### config.mk
export PLATFORM = sky130hd
export DESIGN_NAME = one_shot_timer_table
export DESIGN_NICKNAME = d
export VERILOG_FILES = /design/src/ostt_pkg.sv /design/src/ostt_dp.sv /design/src/ostt_ctrl.sv /design/src/one_shot_timer_table.sv
export SDC_FILE = /design/constraint.sdc
export NUM_CORES = 2
export LEC_CHECK = 0
export ABC_AREA = 1
export BUFFER_PORTS_ARGS = -buffer_cell sky130_fd_sc_hd__buf_2
export CORE_MARGIN = 3
export CORE_UTILIZATION = 55
export DETAILED_ROUTE_END_ITERATION = 10
export PLACE_DENSITY_LB_ADDON = 0.1
export RECOVER_POWER = 100
export SLEW_MARGIN = 20
export SYNTH_ARGS = -nofsm -noshare
export SYNTH_HDL_FRONTEND = slang
export SYNTH_SLANG_ARGS = --single-unit
### constraint.sdc
create_clock -name clk_i -period 7.9 [get_ports clk_i]
set_clock_uncertainty 0.15 [all_clocks]
set_input_delay 1.58 -clock clk_i [delete_from_list [all_inputs] [get_ports clk_i]]
set_output_delay 1.58 -clock clk_i [all_outputs]
set_load 0.05 [all_outputs]
### src/ostt_pkg.sv
// Shared types and constants of the one-shot timer table.
package ostt_pkg;

  localparam int unsigned SLOTS    = 32;
  localparam int unsigned ID_W     = 8;
  localparam int unsigned TIME_W   = 32;
  localparam int unsigned CMD_W    = 2;
  localparam int unsigned STATUS_W = 3;
  localparam int unsigned S_DATA_W = ID_W + 2 * TIME_W;
  localparam int unsigned M_DATA_W = ID_W;

  typedef enum logic [CMD_W-1:0] {
    CMD_SCHEDULE = 2'd0,
    CMD_CANCEL   = 2'd1,
    CMD_TICK     = 2'd2
  } cmd_e;

  typedef enum logic [STATUS_W-1:0] {
    STS_SCHEDULED  = 3'd0,
    STS_TABLE_FULL = 3'd1,
    STS_CANCELLED  = 3'd2,
    STS_NOT_FOUND  = 3'd3,
    STS_FIRED      = 3'd4
  } status_e;

  // controller to datapath
  typedef struct packed {
    logic load;   // capture the input word
    logic exec;   // apply schedule or cancel and post its result
    logic scan;   // latch the set of due slots for a tick
    logic fire;   // emit the lowest due slot and free it
  } ostt_cmd_t;

  // datapath to controller
  typedef struct packed {
    cmd_e cmd;
    logic due_any;
    logic fire_last;
    logic out_free;
  } ostt_sts_t;

endpackage

### src/ostt_dp.sv
// Datapath of the one-shot timer table: slot storage, match logic and output register.
module ostt_dp (
  input  logic                             clk_i,
  input  logic                             rst_ni,
  input  ostt_pkg::ostt_cmd_t              cmd_i,
  output ostt_pkg::ostt_sts_t              sts_o,
  // timer_id [7:0], expiry_time [39:8], current_time [71:40]
  input  logic [ostt_pkg::S_DATA_W-1:0]    s_axis_tdata_i,
  // command [1:0]
  input  logic [ostt_pkg::CMD_W-1:0]       s_axis_tuser_i,
  input  logic                             m_axis_tready_i,
  output logic                             m_axis_tvalid_o,
  // fired_id [7:0]
  output logic [ostt_pkg::M_DATA_W-1:0]    m_axis_tdata_o,
  // status [2:0]
  output logic [ostt_pkg::STATUS_W-1:0]    m_axis_tuser_o,
  output logic                             m_axis_tlast_o
);
  import ostt_pkg::*;

  cmd_e              cmd_q;
  logic [ID_W-1:0]   id_q;
  logic [TIME_W-1:0] expiry_q;
  logic [TIME_W-1:0] now_q;

  logic [ID_W-1:0]   owner_q    [SLOTS];
  logic [TIME_W-1:0] deadline_q [SLOTS];

  logic [SLOTS-1:0]  busy_q, busy_d;
  logic [SLOTS-1:0]  due_q, due_d;
  logic              out_valid_q, out_valid_d;
  status_e           out_status_q;
  logic [ID_W-1:0]   out_id_q;
  logic              out_last_q;

  logic [SLOTS-1:0]  match, free, match_sel, free_sel, wr_sel, due_now, fire_sel;
  logic              has_match, has_free, out_free;
  logic [ID_W-1:0]   fire_id;

  always_comb begin
    for (int i = 0; i < SLOTS; i++) begin
      match[i]   = busy_q[i] && (owner_q[i] == id_q);
      due_now[i] = busy_q[i] && (deadline_q[i] <= now_q);
    end
  end

  // isolate the lowest set bit of each candidate vector
  assign free      = ~busy_q;
  assign match_sel = match & (~match + 1'b1);
  assign free_sel  = free & (~free + 1'b1);
  assign fire_sel  = due_q & (~due_q + 1'b1);
  assign has_match = |match;
  assign has_free  = |free;
  assign wr_sel    = has_match ? match_sel : free_sel;

  always_comb begin
    fire_id = '0;
    for (int i = 0; i < SLOTS; i++) begin
      fire_id = fire_id | (owner_q[i] & {ID_W{fire_sel[i]}});
    end
  end

  assign out_free = !out_valid_q || m_axis_tready_i;

  always_comb begin
    busy_d      = busy_q;
    due_d       = due_q;
    out_valid_d = out_valid_q;
    if (m_axis_tready_i) begin
      out_valid_d = 1'b0;
    end
    if (cmd_i.exec) begin
      out_valid_d = 1'b1;
      if (cmd_q == CMD_CANCEL) begin
        busy_d = busy_q & ~match;
      end else if (!has_match) begin
        busy_d = busy_q | free_sel;
      end
    end
    if (cmd_i.scan) begin
      due_d = due_now;
    end
    if (cmd_i.fire) begin
      out_valid_d = 1'b1;
      busy_d      = busy_q & ~fire_sel;
      due_d       = due_q & ~fire_sel;
    end
  end

  always_ff @(posedge clk_i or negedge rst_ni) begin
    if (!rst_ni) begin
      busy_q      <= '0;
      due_q       <= '0;
      out_valid_q <= 1'b0;
    end else begin
      busy_q      <= busy_d;
      due_q       <= due_d;
      out_valid_q <= out_valid_d;
    end
  end

  always_ff @(posedge clk_i) begin
    if (cmd_i.load) begin
      cmd_q    <= cmd_e'(s_axis_tuser_i);
      id_q     <= s_axis_tdata_i[ID_W-1:0];
      expiry_q <= s_axis_tdata_i[ID_W+TIME_W-1:ID_W];
      now_q    <= s_axis_tdata_i[S_DATA_W-1:ID_W+TIME_W];
    end
    if (cmd_i.exec && cmd_q == CMD_SCHEDULE) begin
      for (int i = 0; i < SLOTS; i++) begin
        if (wr_sel[i]) begin
          deadline_q[i] <= expiry_q;
          owner_q[i]    <= id_q;
        end
      end
    end
    if (cmd_i.exec) begin
      out_id_q   <= id_q;
      out_last_q <= 1'b1;
      if (cmd_q == CMD_CANCEL) begin
        out_status_q <= has_match ? STS_CANCELLED : STS_NOT_FOUND;
      end else begin
        out_status_q <= (has_match || has_free) ? STS_SCHEDULED : STS_TABLE_FULL;
      end
    end
    if (cmd_i.fire) begin
      out_status_q <= STS_FIRED;
      out_id_q     <= fire_id;
      out_last_q   <= ((due_q & ~fire_sel) == '0);
    end
  end

  assign sts_o.cmd       = cmd_q;
  assign sts_o.due_any   = |due_q;
  assign sts_o.fire_last = ((due_q & ~fire_sel) == '0);
  assign sts_o.out_free  = out_free;

  assign m_axis_tvalid_o = out_valid_q;
  assign m_axis_tdata_o  = out_id_q;
  assign m_axis_tuser_o  = out_status_q;
  assign m_axis_tlast_o  = out_last_q;

`ifndef NO_ASSERTIONS
  a_fire_has_due: assert property (@(posedge clk_i) disable iff (!rst_ni)
    cmd_i.fire |-> (due_q != '0))
    else $error("fire with no due slot");

  a_push_when_free: assert property (@(posedge clk_i) disable iff (!rst_ni)
    (cmd_i.exec || cmd_i.fire) |-> out_free)
    else $error("output word overwritten before it was taken");

  a_due_in_busy: assert property (@(posedge clk_i) disable iff (!rst_ni)
    (due_q & ~busy_q) == '0)
    else $error("due slot is not busy");

  a_fire_drops_one: assert property (@(posedge clk_i) disable iff (!rst_ni)
    cmd_i.fire |=> ($countones(due_q) + 1 == $past($countones(due_q))))
    else $error("fire did not retire exactly one slot");
`endif

endmodule

### src/ostt_ctrl.sv
// Controller of the one-shot timer table: sequences one command at a time.
module ostt_ctrl (
  input  logic                clk_i,
  input  logic                rst_ni,
  input  logic                s_axis_tvalid_i,
  output logic                s_axis_tready_o,
  input  ostt_pkg::ostt_sts_t sts_i,
  output ostt_pkg::ostt_cmd_t cmd_o
);
  import ostt_pkg::*;

  typedef enum logic [1:0] {
    ST_IDLE,
    ST_EXEC,
    ST_FIRE
  } state_e;

  state_e state_q, state_d;

  always_comb begin
    state_d         = state_q;
    cmd_o           = '0;
    s_axis_tready_o = 1'b0;
    case (state_q)
      ST_IDLE: begin
        s_axis_tready_o = 1'b1;
        if (s_axis_tvalid_i) begin
          cmd_o.load = 1'b1;
          state_d    = ST_EXEC;
        end
      end
      ST_EXEC: begin
        case (sts_i.cmd)
          CMD_SCHEDULE, CMD_CANCEL: begin
            // hold until the output register can take the word
            if (sts_i.out_free) begin
              cmd_o.exec = 1'b1;
              state_d    = ST_IDLE;
            end
          end
          CMD_TICK: begin
            cmd_o.scan = 1'b1;
            state_d    = ST_FIRE;
          end
          default: begin
            state_d = ST_IDLE;
          end
        endcase
      end
      ST_FIRE: begin
        if (!sts_i.due_any) begin
          state_d = ST_IDLE;
        end else if (sts_i.out_free) begin
          cmd_o.fire = 1'b1;
          if (sts_i.fire_last) begin
            state_d = ST_IDLE;
          end
        end
      end
      default: begin
        state_d = ST_IDLE;
      end
    endcase
  end

  always_ff @(posedge clk_i or negedge rst_ni) begin
    if (!rst_ni) begin
      state_q <= ST_IDLE;
    end else begin
      state_q <= state_d;
    end
  end

endmodule

### src/one_shot_timer_table.sv
// Schedule and cancel: the word is loaded on accept, then applied and its result word registered in the output.
// Tick: the word is loaded on accept, all due slots are latched, then one fired word per cycle
//   in slot order while the output register can take it; a tick with no due slots posts no word.
// A new word is accepted as soon as the previous command's last result sits in the output
//   register; a stalled output holds the controller before the next result is posted.
// Reset (rst_ni low, asynchronous) frees every slot and empties the output register.
module one_shot_timer_table (
  input  logic                             clk_i,
  input  logic                             rst_ni,
  input  logic                             s_axis_tvalid_i,
  output logic                             s_axis_tready_o,
  // timer_id [7:0], expiry_time [39:8], current_time [71:40]
  input  logic [ostt_pkg::S_DATA_W-1:0]    s_axis_tdata_i,
  // command [1:0]
  input  logic [ostt_pkg::CMD_W-1:0]       s_axis_tuser_i,
  output logic                             m_axis_tvalid_o,
  input  logic                             m_axis_tready_i,
  // fired_id [7:0]
  output logic [ostt_pkg::M_DATA_W-1:0]    m_axis_tdata_o,
  // status [2:0]
  output logic [ostt_pkg::STATUS_W-1:0]    m_axis_tuser_o,
  output logic                             m_axis_tlast_o
);
  import ostt_pkg::*;

  ostt_cmd_t cmd;
  ostt_sts_t sts;

  ostt_ctrl u_ctrl (
    .clk_i           (clk_i),
    .rst_ni          (rst_ni),
    .s_axis_tvalid_i (s_axis_tvalid_i),
    .s_axis_tready_o (s_axis_tready_o),
    .sts_i           (sts),
    .cmd_o           (cmd)
  );

  ostt_dp u_dp (
    .clk_i           (clk_i),
    .rst_ni          (rst_ni),
    .cmd_i           (cmd),
    .sts_o           (sts),
    .s_axis_tdata_i  (s_axis_tdata_i),
    .s_axis_tuser_i  (s_axis_tuser_i),
    .m_axis_tready_i (m_axis_tready_i),
    .m_axis_tvalid_o (m_axis_tvalid_o),
    .m_axis_tdata_o  (m_axis_tdata_o),
    .m_axis_tuser_o  (m_axis_tuser_o),
    .m_axis_tlast_o  (m_axis_tlast_o)
  );

endmodule

==> results.yml <==
drt:
  routedWlPerCell_um: 27.08
  vias_per_cell: 6.137
  route.vias.total: 53380
  antenna_left: 0
  firstDrtPassIters: 6
  drt-total-wl_um: 235600
  first_iter_violations: 5938
  drc: 0
die:
  dieArea_um2: 141200
  die_h_um: 375.7
  num_rows: 135
  start_util_pct: 55.42
  core_area_um2: 135600
  die_w_um: 375.7
  ios: 92
synthesis:
  synthArstFlopShare_pct: 4.676
  synth_edf_count: 1363
  synth_top_area_share_pct: 54.44
  syn_avg_cell_area_um2: 11.59
  synth_area_um2: 75180
  ys_warn_count: 0
  synth_seq_cells: 1433
  synth_seq_area_share_pct: 56.75
  synthFlopType: "edfxtp_1"
  syn_inst: 6485
  synth_nets: 7587
  synth.largest_area_cell: "edfxtp_1"
  synth_area_leaders: "edfxtp_1 (54%), ha_1 (17%), nand2_1 (6.5%), a21oi_1 (3.8%), xnor2_1 (2.8%)"
  yosysUniqueCellTypes: 51
place:
  place_area_um2: 78770
  gp_routability_congestion: 1.016
  dp_slack_ns: 1.990
  io_buffers: 91
  dp.final_hpwl_um: 154500
global_route:
  met3_usage_pct: 5.903
  grt.total_usage_pct: 33.26
  grt_pass1_vias: 51760
  grt_overflow: 0
  antenna_found_initial: 5
  top_usage_layer: "met2"
  grt_pass1_wl_um: 339700
  met2_usage_pct: 49.35
  grt_max_degree: 68
  use_met1_pct: 47.06
worst_setup_path:
  setup.worst_path.end_class: "register"
  worstPathArrival_ns: 7.05
  worstSetupPathType: "reg -> reg"
  cp-start-kind: "register"
  critPathLaunch: "u_dp.due_q[7]$_DFFE_PN0P_"
  reg2reg_slack_ns: 1.38
  cp.required_ns: 8.43
  cp_slowest_stage_delay_ns: 1.77
  rr_startpoint: "u_dp.due_q[7]$_DFFE_PN0P_"
  crit_slowest_cell: "clkbuf_1"
  path_buf_inv: 3
  crit_family: "buffers and inverters"
  worstPathCellList: "nor2_1 -> nand3_1 -> nor2_1 -> nand3_1 -> nor2_1 -> nand2_1 -> nand3_2 -> buf_4 -> clkbuf_1 -> nand2_2 -> clkbuf_2 -> nand3_1 -> nand2_1"
  worstPathMaxFanout: 48
timing:
  worst_pin_slew_ns: 4.649
  setup_violations: 0
  setup_tns_ns: 0
  fin_crit_ns: 6.520
  final.period_utilization_pct: 82.54
  worst_slack_ns: 1.380
  drv_slew: 1511
  max_freq_mhz: 153.4
  slew_headroom_pct: -209.9
  final-hold-violation-count: 0
  rsz0062_at_grt: "no"
  whs_ns: 0.3092
clock_tree:
  clock_latency_ns: 0.80
  cts_resized: 0
  tritoncts: "built"
  cts_htree_levels: 4
  hold_buffers: 0
  cts_num_sinks: 1433
  root_buffer: "clkbuf_16"
  numCtsBuffers: 158
  post_cts_buffers: 0
  clkTransAtPathRegs_ns: 0.06
  clockBufferDepth: 3
run_status:
  violations: "capacitance limit, slew limit"
  status: "finished, violations left"
layout:
  drive_above_1_share_pct: 6.796
  fillers: 10850
  fin_util_pct: 61.50
  design_area_um2: 83420
  finalNetCount: 7893
  area_delta_synth_final_pct: 10.96
flow_run:
  cap_violations: 51
power_and_ir_drop:
  clkPwrFrac_pct: 32.9
  seq_power_share_pct: 41.8
  pwr-share-comb_pct: 25.4
  vdd_ir_drop_max_mv: 0.2366
  p_per_area_nw_per_um2: 258.6
  internal-power_mw: 14.12
  switching_power_mw: 7.450
  leakage_nw: 32.63
  switching_share_pct: 34.54
worst_hold_path:
  hp-class: "reg -> reg"
  hold_start: "u_dp.m_axis_tuser_o[2]$_SDFFE_PP1P_"
## placed cells by master, fill, tap and decap left out, types with 6 or more instances in the layout
cell,n
nor2_1,410
a21oi_4,16
o211ai_1,74
o22ai_1,10
o31ai_1,18
nand2_2,6
or2_2,9
o221ai_1,30
nand3_1,266
clkbuf_16,162
nor2_2,15
nor2_4,17
bufinv_16,7
nor3_1,73
o21ai_0,176
inv_1,331
edfxtp_1,1363
and2_1,10
clkinv_2,26
clkbuf_2,8
nand2_1,1302
clkinv_1,54
buf_4,83
dfrtp_1,67
nand3b_1,18
ha_1,1024
a21oi_1,555
clkbuf_1,101
a211oi_1,10
nor4_1,29
buf_2,74
o21a_1,40
xnor2_1,240
and3_1,12
nand4_1,191
o21bai_1,7
a31oi_1,15
## final timing paths
check,endpoint,depth (start not counted)
max in group asynchronous,u_dp.due_q[20]$_DFFE_PN0P_,1
min,u_dp.m_axis_tuser_o[2]$_SDFFE_PP1P_,2
min in group asynchronous,u_dp.due_q[1]$_DFFE_PN0P_,1
min reg2reg,u_dp.m_axis_tuser_o[2]$_SDFFE_PP1P_,2
max reg2reg,u_dp.busy_q[20]$_DFFE_PN0P_,13
max,u_dp.busy_q[20]$_DFFE_PN0P_,13
## kinds of logic after synthesis
logic type | count (synthesis) | share of synthesized area [%]
adders and majority gates | 1024 | 17.04
AOI/OAI and AO/OA | 967 | 7.200
and+or+nand+nor | 2380 | 13.64
xor gates and xnor gates | 240 | 2.796
buffers and inverters | 441 | 2.570
DFF | 1433 | 56.75
## flip-flops by register name (all words and copies together) (netlist names), 3 cells and up
| signal | flops |
|---|---|
| u_dp.m_axis_tuser_o | 3 |
| u_dp.owner_q | 256 |
| u_dp.now_q | 32 |
| u_dp.m_axis_tdata_o | 8 |
| u_dp.expiry_q | 32 |
| u_dp.due_q | 32 |
| u_dp.deadline_q | 1024 |
| u_dp.id_q | 8 |
| u_dp.busy_q | 32 |
## routing by layer
metal / wire [um] / up-vias / share of wire (%)
li1: - / 24300 / -
met1: 100600 / 26160 / 43
met2: 100700 / 2433 / 43
met3: 20570 / 484 / 8.7
met4: 13720 / 0 / 5.8
met5: 0 / - / 0
## power groups by stage
stage	combinational, mW	sequential, mW	clock, mW
floorplan	3.01	9.19	0
finish	5.47	9.01	7.09
CTS	5.39	8.96	7.18
detailed placement	5.36	9.12	0
global placement	5.27	9.12	0
global route	5.87	9.02	7.49
## cell usage after synthesis, drive strengths merged (4+ instances only)
master and instances:
a211oi 11, a21oi 572, a31oi 15, and2 11
and3 12, buf 54, clkbuf 32, clkinv 4
dfrtp 67, edfxtp 1363, ha 1024, inv 351
nand2 1311, nand3 271, nand3b 18, nand4 191
nor2 443, nor3 75, nor3b 5, nor4 30
o211ai 74, o21a 40, o21ai 176, o21bai 7
o221ai 30, o22ai 10, o31ai 18, or2 11
xnor2 240
## worst min-delay path, stage by stage, from the launching register on
cell and delay, ns:
dfxtp_1 0.31, nand2_1 0.06, nand2_1 0.04
## stage by stage
stage | std cells | total power, mW
2_1_floorplan | 6485 | 12.20
3_3_place_gp | 8407 | 14.39
3_5_place_dp | 8410 | 14.48
4_1_cts | 8695 | 21.53
5_1_grt | 8697 | 22.39
6_report | 8698 | 21.57
## area by class of cell
| cell class | count | area, um2 | area share (%) |
|---|---|---|---|
| sequential | 1433 | 42670 | 51.15 |
| multi-input combinational | 4611 | 30890 | 37.03 |
| clock buffer | 204 | 4232 | 5.073 |
| tap | 1781 | 2228 | 2.671 |
| timing repair buffer | 232 | 1413 | 1.693 |
| inverter | 355 | 1333 | 1.597 |
| clock inverter | 81 | 651.9 | 0.7815 |
| antenna | 1 | 2.502 | 0.003000 |
No activity file was read; power rests on OpenSTA's default activity.
